==> src/design/slil_pkg.sv <==
// Shared constants and controller/datapath interface types for the sorted list core.
package slil_pkg;

  localparam int DEPTH_DEF     = 64;
  localparam int KEY_WIDTH_DEF = 16;

  localparam logic OP_LOOKUP = 1'b0;
  localparam logic OP_INSERT = 1'b1;

  typedef struct packed {
    logic load;
    logic probe;
    logic cmp;
    logic settle;
    logic shift;
    logic write_key;
    logic finish;
  } slil_cmd_t;

  typedef struct packed {
    logic range_open;
    logic hit;
    logic insert;
    logic full;
    logic shift_done;
    logic out_free;
  } slil_status_t;

endpackage

==> src/design/slil_ram.sv <==
// Generic single-write, single-read RAM with registered read data.
module slil_ram #(
  parameter int WIDTH = 16,
  parameter int DEPTH = 64
) (
  input  logic                     clk,
  input  logic                     we,
  input  logic [$clog2(DEPTH)-1:0] waddr,
  input  logic [WIDTH-1:0]         wdata,
  input  logic [$clog2(DEPTH)-1:0] raddr,
  output logic [WIDTH-1:0]         rdata
);

  logic [WIDTH-1:0] mem [DEPTH];

  always_ff @(posedge clk) begin
    if (we) begin
      mem[waddr] <= wdata;
    end
    rdata <= mem[raddr];
  end

endmodule

==> src/design/slil_ctrl.sv <==
// Controller state machine that sequences search, shift and result hand-off.
module slil_ctrl (
  input  logic                  clk,
  input  logic                  rst_n,
  input  logic                  in_tvalid,
  output logic                  in_tready,
  input  slil_pkg::slil_status_t status,
  output slil_pkg::slil_cmd_t   cmd
);

  import slil_pkg::*;

  localparam logic [2:0] S_IDLE   = 3'd0;
  localparam logic [2:0] S_SEARCH = 3'd1;
  localparam logic [2:0] S_CMP    = 3'd2;
  localparam logic [2:0] S_SHIFT  = 3'd3;
  localparam logic [2:0] S_WRITE  = 3'd4;
  localparam logic [2:0] S_DONE   = 3'd5;

  logic [2:0] state_r;
  logic [2:0] state_nxt;

  assign in_tready = (state_r == S_IDLE);

  always_comb begin
    cmd       = '0;
    state_nxt = state_r;
    unique case (state_r)
      S_IDLE: begin
        if (in_tvalid) begin
          cmd.load  = 1'b1;
          state_nxt = S_SEARCH;
        end
      end
      S_SEARCH: begin
        if (status.insert && status.full) begin
          state_nxt = S_DONE;
        end else if (status.range_open) begin
          cmd.probe = 1'b1;
          state_nxt = S_CMP;
        end else begin
          cmd.settle = 1'b1;
          state_nxt  = status.insert ? S_SHIFT : S_DONE;
        end
      end
      S_CMP: begin
        cmd.cmp   = 1'b1;
        state_nxt = status.hit ? S_DONE : S_SEARCH;
      end
      S_SHIFT: begin
        if (status.shift_done) begin
          state_nxt = S_WRITE;
        end else begin
          cmd.shift = 1'b1;
        end
      end
      S_WRITE: begin
        cmd.write_key = 1'b1;
        state_nxt     = S_DONE;
      end
      S_DONE: begin
        if (status.out_free) begin
          cmd.finish = 1'b1;
          state_nxt  = S_IDLE;
        end
      end
      default: begin
        state_nxt = S_IDLE;
      end
    endcase
  end

  always_ff @(posedge clk) begin
    if (!rst_n) begin
      state_r <= S_IDLE;
    end else begin
      state_r <= state_nxt;
    end
  end

endmodule

==> src/design/slil_dp.sv <==
// Datapath: search bounds, shift pointer, key memory and output register.
module slil_dp #(
  parameter int DEPTH     = slil_pkg::DEPTH_DEF,
  parameter int KEY_WIDTH = slil_pkg::KEY_WIDTH_DEF
) (
  input  logic                       clk,
  input  logic                       rst_n,
  input  slil_pkg::slil_cmd_t        cmd,
  output slil_pkg::slil_status_t     status,
  input  logic                       in_op,
  input  logic [KEY_WIDTH-1:0]       in_key,
  output logic                       out_valid,
  input  logic                       out_ready,
  output logic                       out_found,
  output logic                       out_overflow,
  output logic [$clog2(DEPTH+1)-1:0] out_position,
  output logic [$clog2(DEPTH+1)-1:0] out_entry_total
);

  import slil_pkg::*;

  localparam int CW = $clog2(DEPTH + 1);
  localparam int AW = $clog2(DEPTH);

  logic [CW-1:0]        count_r;
  logic [CW-1:0]        lo_r;
  logic [CW-1:0]        hi_r;
  logic [CW-1:0]        mid_r;
  logic [CW-1:0]        pos_r;
  logic [CW-1:0]        ptr_r;
  logic [AW-1:0]        pend_addr_r;
  logic                 pend_r;
  logic                 op_r;
  logic                 found_r;
  logic                 ovf_r;
  logic [KEY_WIDTH-1:0] key_r;
  logic                 out_valid_r;
  logic                 out_found_r;
  logic                 out_ovf_r;
  logic [CW-1:0]        out_pos_r;
  logic [CW-1:0]        out_total_r;

  logic [CW:0]          mid_sum;
  logic [CW-1:0]        mid_calc;
  logic [CW-1:0]        ptr_m1;
  logic                 full;
  logic                 key_eq;
  logic                 go_right;
  logic                 ram_we;
  logic [AW-1:0]        ram_waddr;
  logic [KEY_WIDTH-1:0] ram_wdata;
  logic [AW-1:0]        ram_raddr;
  logic [KEY_WIDTH-1:0] ram_rdata;

  assign mid_sum  = {1'b0, lo_r} + {1'b0, hi_r} - {{CW{1'b0}}, 1'b1};
  assign mid_calc = mid_sum[CW:1];
  assign ptr_m1   = ptr_r - {{(CW-1){1'b0}}, 1'b1};
  assign full     = (count_r == CW'(DEPTH));
  assign key_eq   = (ram_rdata == key_r);
  assign go_right = (op_r == OP_INSERT) ? (ram_rdata <= key_r) : (ram_rdata < key_r);

  assign ram_raddr = cmd.shift ? ptr_m1[AW-1:0] : mid_calc[AW-1:0];
  assign ram_we    = (cmd.shift && pend_r) || cmd.write_key;
  assign ram_waddr = cmd.write_key ? pos_r[AW-1:0] : pend_addr_r;
  assign ram_wdata = cmd.write_key ? key_r : ram_rdata;

  slil_ram #(
    .WIDTH(KEY_WIDTH),
    .DEPTH(DEPTH)
  ) u_ram (
    .clk  (clk),
    .we   (ram_we),
    .waddr(ram_waddr),
    .wdata(ram_wdata),
    .raddr(ram_raddr),
    .rdata(ram_rdata)
  );

  always_comb begin
    status            = '0;
    status.range_open = (lo_r < hi_r);
    status.hit        = (op_r == OP_LOOKUP) && key_eq;
    status.insert     = (op_r == OP_INSERT);
    status.full       = full;
    status.shift_done = (ptr_r == pos_r) && !pend_r;
    status.out_free   = !out_valid_r || out_ready;
  end

  always_ff @(posedge clk) begin
    if (!rst_n) begin
      count_r     <= '0;
      pend_r      <= 1'b0;
      out_valid_r <= 1'b0;
    end else begin
      if (cmd.load) begin
        op_r    <= in_op;
        key_r   <= in_key;
        lo_r    <= '0;
        hi_r    <= count_r;
        pos_r   <= '0;
        found_r <= 1'b0;
        ovf_r   <= (in_op == OP_INSERT) && full;
        pend_r  <= 1'b0;
      end
      if (cmd.probe) begin
        mid_r <= mid_calc;
      end
      if (cmd.cmp) begin
        if ((op_r == OP_LOOKUP) && key_eq) begin
          found_r <= 1'b1;
          pos_r   <= mid_r;
        end else if (go_right) begin
          lo_r <= mid_r + {{(CW-1){1'b0}}, 1'b1};
        end else begin
          hi_r <= mid_r;
        end
      end
      if (cmd.settle) begin
        pos_r <= lo_r;
        ptr_r <= count_r;
      end
      if (cmd.shift) begin
        if (ptr_r != pos_r) begin
          ptr_r       <= ptr_m1;
          pend_r      <= 1'b1;
          pend_addr_r <= ptr_r[AW-1:0];
        end else begin
          pend_r <= 1'b0;
        end
      end
      if (cmd.write_key) begin
        count_r <= count_r + {{(CW-1){1'b0}}, 1'b1};
      end
      if (cmd.finish) begin
        out_valid_r <= 1'b1;
        out_found_r <= found_r;
        out_ovf_r   <= ovf_r;
        out_pos_r   <= pos_r;
        out_total_r <= count_r;
      end else if (out_ready) begin
        out_valid_r <= 1'b0;
      end
    end
  end

  assign out_valid       = out_valid_r;
  assign out_found       = out_found_r;
  assign out_overflow    = out_ovf_r;
  assign out_position    = out_pos_r;
  assign out_entry_total = out_total_r;

endmodule

==> src/design/sorted_list_insert_lookup_core.sv <==
// Sorted key list core with binary-search lookup and order-keeping insert.
// The core keeps up to DEPTH keys in ascending order in one RAM with a
// registered read port, and handles one item at a time. Every item returns
// one result. Each search probe has two steps (address, then compare), and
// there are at most ceil(log2(n+1)) probes for n stored keys. An insert adds
// the shift of the n - slot later entries at one RAM read and one RAM write
// per cycle, then writes the key. A refused insert into a full list skips
// the search. A new item is taken while the previous result still waits in
// the output register.
module sorted_list_insert_lookup_core #(
  parameter int DEPTH     = slil_pkg::DEPTH_DEF,
  parameter int KEY_WIDTH = slil_pkg::KEY_WIDTH_DEF
) (
  input  logic                                    clk,
  input  logic                                    rst_n,
  input  logic                                    in_tvalid,
  output logic                                    in_tready,
  // [0] operation
  input  logic                                    in_tuser,
  // [KEY_WIDTH-1:0] key, zero padded to bytes
  input  logic [((KEY_WIDTH+7)/8)*8-1:0]          in_tdata,
  output logic                                    out_tvalid,
  input  logic                                    out_tready,
  // [0] found, [1] overflow
  output logic [1:0]                              out_tuser,
  // position, then entry_total, each $clog2(DEPTH+1) bits, zero padded to bytes
  output logic [((2*$clog2(DEPTH+1)+7)/8)*8-1:0]  out_tdata
);

  import slil_pkg::*;

  localparam int CW    = $clog2(DEPTH + 1);
  localparam int OUT_W = ((2 * CW + 7) / 8) * 8;

  slil_cmd_t    cmd;
  slil_status_t status;
  logic [CW-1:0] position;
  logic [CW-1:0] entry_total;

  slil_ctrl u_ctrl (
    .clk      (clk),
    .rst_n    (rst_n),
    .in_tvalid(in_tvalid),
    .in_tready(in_tready),
    .status   (status),
    .cmd      (cmd)
  );

  slil_dp #(
    .DEPTH    (DEPTH),
    .KEY_WIDTH(KEY_WIDTH)
  ) u_dp (
    .clk            (clk),
    .rst_n          (rst_n),
    .cmd            (cmd),
    .status         (status),
    .in_op          (in_tuser),
    .in_key         (in_tdata[KEY_WIDTH-1:0]),
    .out_valid      (out_tvalid),
    .out_ready      (out_tready),
    .out_found      (out_tuser[0]),
    .out_overflow   (out_tuser[1]),
    .out_position   (position),
    .out_entry_total(entry_total)
  );

  assign out_tdata = OUT_W'({entry_total, position});

endmodule

==> config.mk <==
export PLATFORM = sky130hd
export DESIGN_NAME = sorted_list_insert_lookup_core
export DESIGN_NICKNAME = d
export VERILOG_FILES = /design/src/design/slil_pkg.sv /design/src/design/slil_ram.sv /design/src/design/slil_ctrl.sv /design/src/design/slil_dp.sv /design/src/design/sorted_list_insert_lookup_core.sv
export SDC_FILE = /design/constraint.sdc
export NUM_CORES = 2
export LEC_CHECK = 0
export ABC_AREA = 1
export BUFFER_PORTS_ARGS = -buffer_cell sky130_fd_sc_hd__buf_2
export CAP_MARGIN = 20
export CORE_UTILIZATION = 35
export CTS_BUF_LIST = sky130_fd_sc_hd__clkbuf_16
export DETAILED_ROUTE_END_ITERATION = 10
export PLACE_DENSITY_LB_ADDON = 0.2
export SLEW_MARGIN = 20
export SYNTH_ARGS = -nofsm -noshare
export SYNTH_HDL_FRONTEND = slang
export SYNTH_SLANG_ARGS = --single-unit
==> constraint.sdc <==
create_clock -name clk -period 6.16 [get_ports clk]
set_clock_uncertainty 0.15 [all_clocks]
set_input_delay 1.54 -clock clk [delete_from_list [all_inputs] [get_ports clk]]
set_output_delay 1.54 -clock clk [all_outputs]
set_load 0.03 [all_outputs]
# Word-level counts from Yosys, hierarchy flattened

Memories as Yosys holds them, arrays and structs flattened. A register that Yosys moved wholly into a read port is not among the register bits.
Cells that the tools add are included.

Logic and storage cells: 108
Memory bits (writable): 1024
Register bits: 88
Memories: 1
Input port bits: 21
Output and inout port bits: 20

Memory list:

| name           | words | bits a word | read ports | clocked after memory_dff | wr ports | line           | RTL |
|---|---|---|---|---|---|---|---|
| u_dp.u_ram.mem | 64    | 16          | 1          | 1                        | 1        | slil_ram.sv:14 | `logic [WIDTH-1:0] mem [DEPTH];` |

Muxes and demuxes: 51
$lt $le $gt $ge: 3
Reduce and logical (&&, ||, !) cells: 17
Bitwise logic cells: 1
Equality and inequality tests: 12
Add/subtract/negate cells: 5

Operators by type and width:

| operator                                                               | number |
|---|---|
| 7-bit 2-to-1 mux                                                       | 15 |
| 1-bit 2-to-1 mux                                                       | 25 |
| 3-bit 2-to-1 mux                                                       | 7 |
| 3-bit case mux with 6 select lines                                     | 1 |
| 16-bit equality test                                                   | 1 |
| 16-bit <= comparator                                                   | 1 |
| 16-bit less-than comparator                                            | 1 |
| 16-bit 2-to-1 mux                                                      | 1 |
| 7-bit by 1-bit adder with 7-bit output (second input constant)         | 2 |
| 6-bit 2-to-1 mux                                                       | 2 |
| 7-bit by 7-bit adder with 8-bit output                                 | 1 |
| 8-bit by 1-bit subtractor with 8-bit output (second input constant)    | 1 |
| 7-bit equality test                                                    | 1 |
| 7-bit equality test (second input constant)                            | 1 |
| 7-bit less-than comparator                                             | 1 |
| 7-bit != test                                                          | 1 |
| 7-bit by 1-bit subtractor with 7-bit output (second input constant)    | 1 |
| 3-bit by 2-bit equality test with 1-bit output (second input constant) | 2 |
| 3-bit equality test (second input constant)                            | 2 |
| 2-bit != test (second input constant)                                  | 3 |
| 2-bit AND reduction                                                    | 3 |
| 3-bit AND reduction                                                    | 2 |
| 1-bit logical AND                                                      | 5 |
| 2-bit nonzero test                                                     | 2 |
| other kinds (5)                                                        | 7 |

# Longest topological paths before layout

Word-level depth: 8
Gate-level depth with buffers: 19
Mapped depth without buffers: 17

# Hierarchy

Synthesis repeated with hierarchy kept, for this count alone.

Cell total of the unflattened synthesis: 4133
Area total of the unflattened synthesis: 47526.8 um^2

Modules (own cells, without submodules):

| module                         | cells an instance | sequential area each (um^2) | instances | area an instance (um^2) |
|---|---|---|---|---|
| slil_ram                       | 3517              | 31069.8                     | 1         | 42099.1 |
| slil_dp                        | 563               | 2462.4                      | 1         | 5136.2 |
| slil_ctrl                      | 50                | 60.1                        | 1         | 272.8 |
| sorted_list_insert_lookup_core | 3                 | 0.0                         | 1         | 18.8 |

# Worst setup path after synthesis

No wires, ideal clock.

Kind: register -> register
Start: register u_ctrl.state_r[2]
End: memory u_dp.u_ram.mem[0][15], data pin
Library setup time: 702 ps
Period minus slack after synthesis: 4518 ps
Required time: 5308 ps
Buffers on the path: 2
Arrival: 3666 ps
Slack: 1642 ps
Cell stages (with the launch flop): 7
Path through: dfxtp_1 -> inv_1 -> nor2_1 -> inv_1 -> clkbuf_1 -> clkbuf_1 -> o21ai_0

Cells in the longest elaborated chain, start to end: 3

Ends and longest elaborated chain:

| what                         | line            | RTL |
|---|---|---|
| from (decl)                  | slil_ctrl.sv:20 | `logic [2:0] state_r;` |
| from (signal assigned)       | slil_ctrl.sv:77 | `state_r <= state_nxt;` |
| 3-bit equality test          | slil_ctrl.sv:28 | `unique case (state_r)` |
| 1-bit 2-to-1 mux             | slil_ctrl.sv:28 |  |
| 16-bit 2-to-1 mux            | slil_dp.sv:65   | `assign ram_wdata = cmd.write_key ? key_r : ram_rdata;` |
| named net u_dp.ram_wdata[15] | slil_dp.sv:51   | `logic [KEY_WIDTH-1:0] ram_wdata;` |
| to (decl)                    | slil_ram.sv:14  |  |

The timed path passes the listed nets, and every way through them passes these cells.

# Final worst setup path

Start: register u_dp.ptr_r[0]
End: register u_dp.u_ram.rdata[9], read port of u_dp.u_ram.mem

Cells in the longest elaborated chain, start to end: 5
Elaborated cells on any way between the ends: 6
Classes of those cells: 1 x add/sub; 1 x eq/ne; 3 x mux; 1 x reduce/logical

Ends and longest elaborated chain:

| what                                                                                | line           | RTL |
|---|---|---|
| from (decl)                                                                         | slil_dp.sv:30  | `logic [CW-1:0] ptr_r;` |
| from (signal assigned)                                                              | slil_dp.sv:120 | `ptr_r <= count_r;` |
| from (signal assigned)                                                              | slil_dp.sv:124 | `ptr_r <= ptr_m1;` |
| branches (longest 4 deep; another with 7-bit by 1-bit subtractor with 7-bit output) | --             |  |
| 6-bit 2-to-1 mux (*)                                                                | slil_dp.sv:62  | `assign ram_raddr = cmd.shift ? ptr_m1[AW-1:0] : mid_calc[AW-1:0];` |
| to (decl)                                                                           | slil_ram.sv:11 | `output logic [WIDTH-1:0] rdata` |

Mark *: on every way between the ends.
A chain may end at the register's enable or synchronous reset.

==> metrics.txt <==
cell count after placement=6,727; kind of start point of the critical path=flop; Die Area=145,000 µm²; Die W=between 300 and 400 µm; area fraction of the dominant cell type after synthesis=65.6%; most used standard cell by instance count after synthesis=sky130_fd_sc_hd__nand2_1; largest fanout on the critical path=26; Overflow after GRT=0; remaining antenna violation count=0; total I/O pin count=between 40 and 50; highest clock frequency the design can meet=0.214 GHz; number of global-route vias before repair=31.8k; hold violation count in the final report=0; half-perimeter wire length after detailed placement=85,300 µm; P&R area growth vs syn=13.9%; synth top area cells=sky130_fd_sc_hd__edfxtp_1 66%, sky130_fd_sc_hd__nand3_1 10%, sky130_fd_sc_hd__nand2_1 8.4%; area of the mapped netlist=50,300 µm²; FP Rows=138; routed wirelength normalized by instance count=approximately 21 µm; crit share post-route=76.0%; Min-Delay Startpoint=u_dp.found_r; clock transition at the registers of the reported paths=0.06 ns; DRC violations left=0; Top delay family on crit path=buffers and inverters; post-cts hold buffer count=0; worst hold slack after final layout=0.323 ns; aggregate global-route resource usage=20.3%; most common cell type on the critical path=sky130_fd_sc_hd__nand3_1; Fin Setup TNS=0 ns; reg2reg end=u_dp.u_ram.rdata[9]; post-CTS resize count=0; combined area of the multi-input logic cells=approximately 12,000 µm²; height of the die=approximately 380 µm; clock network latency to the later pin of the worst-skew pair=0.74 ns; non-filler instance count after layout=between 6k and 7k; top cell types by occurrence after synthesis=1,122 x sky130_fd_sc_hd__nand2_1, 1,100 x sky130_fd_sc_hd__edfxtp_1, 1,018 x sky130_fd_sc_hd__nand3_1; worst min-delay path category=reg -> reg; Max H-tree Level=3; Longest Clk Path Bufs=3; total number of vias=34.1k; post-CTS setup repair buffer count=0; final critical delay including setup and external delays=between 4 and 5 ns; pin count of the biggest net entering global routing=about 130; Critical Path AT=5.20 ns; data required time at the worst endpoint=6.68 ns; area of all sequential standard cells=about 34,000 µm²; tightest slew margin relative to the limit=31.2%; EDFF count, synth=1,100; depth of the worst register-to-register path=14; Port Buf Inserts=38; CTS tree=done; CTS sink cnt=1,128; r2r setup slk=1.48 ns; crit-path max cell delay=0.68 ns; count of mapped cells out of synthesis=between 4k and 5k; number of unique standard cell types used by synthesis=36; post-synthesis async set-or-reset flop share=0%; post-layout net count=5,021; mean cell area of the mapped netlist=10.3 µm²; Bufs and invs on worst path=4; number of CTS-inserted buffers=120; Pre-Repair DR Iteration Count=8; flops & latches, synth=1,128; pins over their slew limit=0; clock root buffer=sky130_fd_sc_hd__clkbuf_16; sequential area share after synthesis=about two thirds; endpoint type of the worst setup path=flop; Warnings, synthesis=0; Synth area leader=sky130_fd_sc_hd__edfxtp_1; measured slew at the worst slew-check pin=approximately 1.0 ns; RSZ-0062 raised after global routing=false; routability-driven placement congestion ratio=0.850; cell count of the worst hold path=0; fraction of layout cells with a size suffix above 1=a little under 8%; endpoint of the worst hold-timing path=u_dp.out_found; Max-Cap Viols=0; antenna violations before repair=3; vias per cell=4.90; run status=completed; placeable core area=142,000 µm²; routed wire length=149,000 µm; number of fill cells in the layout=13.6k; reg2reg start=u_dp.ptr_r[0]; Setup Viol. Count Final=0; number of DRC markers in iteration 0=~3.5k; global-route wire length before repair=219,000 µm; top flip-flop cell by instance count after synthesis=sky130_fd_sc_hd__edfxtp_1; Critical-path top delay cell=sky130_fd_sc_hd__inv_2; Crit Path Class=reg -> reg; worst path cell trace=xnor2_1 > nand3_1 > o21ai_4 > nand2_2 > inv_2 > or2_1 > o21ai_4 > buf_4 > inv_2 > buf_4 > nand3_1 > nand3_1 > nand3_1 > nand2_1; effective utilization at floorplan=35.4%
final cells by class:
cell class,instances,share of cell area [%]
Sequential cell,1128,58.6
Multi-Input combinational cell,2525,21.1
Inverter,1005,6.59
Clock buffer,123,5.37
Tap cell,1890,4.13
Timing Repair Buffer,181,2.74
Clock inverter,102,1.44
Antenna cell,2,0.00873
placed cells by master, fill, tap and decap left out, types with 4 or more instances in the layout:
cell / n
sky130_fd_sc_hd__bufinv_16: 13
sky130_fd_sc_hd__nand3_1: 1016
sky130_fd_sc_hd__nand3b_1: 81
sky130_fd_sc_hd__inv_1: 1020
sky130_fd_sc_hd__buf_2: 38
sky130_fd_sc_hd__nor3_2: 4
sky130_fd_sc_hd__buf_4: 121
sky130_fd_sc_hd__edfxtp_1: 1100
sky130_fd_sc_hd__clkinv_2: 24
sky130_fd_sc_hd__nor3_1: 23
sky130_fd_sc_hd__nand2_1: 1119
sky130_fd_sc_hd__clkinv_1: 36
sky130_fd_sc_hd__or2_2: 6
sky130_fd_sc_hd__inv_2: 6
sky130_fd_sc_hd__o21ai_4: 20
sky130_fd_sc_hd__nand4_1: 4
sky130_fd_sc_hd__xnor2_1: 6
sky130_fd_sc_hd__a21oi_1: 23
sky130_fd_sc_hd__o21ai_0: 45
sky130_fd_sc_hd__xor2_1: 11
sky130_fd_sc_hd__dfxtp_1: 28
sky130_fd_sc_hd__nor2_1: 88
sky130_fd_sc_hd__buf_12: 18
sky130_fd_sc_hd__clkbuf_16: 123
sky130_fd_sc_hd__buf_16: 4
sky130_fd_sc_hd__ha_1: 38
sky130_fd_sc_hd__o211ai_1: 13
registers in the layout, summed over array words and instances, names as in the netlist, 3 cells and up:
| signal | count |
|---|---|
| u_dp.out_entry_total | 7 |
| u_dp.pos_r | 7 |
| u_dp.pend_addr_r | 6 |
| u_dp.u_ram.mem | 1024 |
| u_dp.out_position | 7 |
| u_dp.count_r | 7 |
| u_dp.lo_r | 7 |
| u_dp.hi_r | 7 |
| u_dp.u_ram.rdata | 16 |
| u_dp.mid_r | 7 |
| u_dp.key_r | 16 |
| u_dp.ptr_r | 7 |
| u_ctrl.state_r | 3 |
kinds of logic (layout without fill, tap and decap cells):
| group | count (synthesis) | count (layout) | synth area share [%] |
|---|---|---|---|
| AOI/OAI and AO/OA | 115 | 115 | 1.29 |
| other | 1 | 4 | 0.00745 |
| DFF | 1128 | 1128 | 66.7 |
| adders and majority gates | 39 | 39 | 0.984 |
| and+or+nand+nor | 2352 | 2352 | 20.9 |
| xor gates and xnor gates | 17 | 17 | 0.296 |
| buffers and inverters | 1251 | 1411 | 9.83 |
layer usage:
metal / vias up / GRT usage, % / routed length (µm) / share of wire [%]
met2: 1146 / 31.6 / 67200 / 45
met5: - / 0 / 0 / 0
met1: 16600 / 29.0 / 67800 / 45
met3: 204 / 2.95 / 9580 / 6.4
met4: 0 / 6.44 / 4490 / 3.0
li1: 16200 / - / - / -
through the flow:
stage | area, µm² | utilization [%] | setup slack, ns
floorplan | 50300 | - | 1.64
global placement | 53300 | 37.5 | 1.53
detailed placement | 53300 | 37.5 | 1.55
CTS | 57200 | 40.3 | 1.53
global route | 57300 | 40.3 | 1.27
finish | 57300 | 40.3 | 1.48
worst max-delay path by stage:
stage	to	cells past startpoint	slack [ns]	startpoint
2_1_floorplan	u_dp.u_ram.mem[0][15]	6	1.64	u_ctrl.state_r[2]
3_3_place_gp	u_dp.u_ram.rdata[15]	17	1.53	u_dp.pos_r[1]
3_5_place_dp	u_dp.u_ram.rdata[15]	17	1.55	u_dp.ptr_r[2]
4_1_cts	u_dp.u_ram.rdata[9]	18	1.53	u_dp.ptr_r[2]
5_1_grt	u_dp.u_ram.rdata[15]	17	1.27	u_dp.ptr_r[2]
6_report	u_dp.u_ram.rdata[9]	14	1.48	u_dp.ptr_r[0]
Power is not shown: default switching activity piles up to over one toggle a cycle in this logic, so the estimate is an artifact.
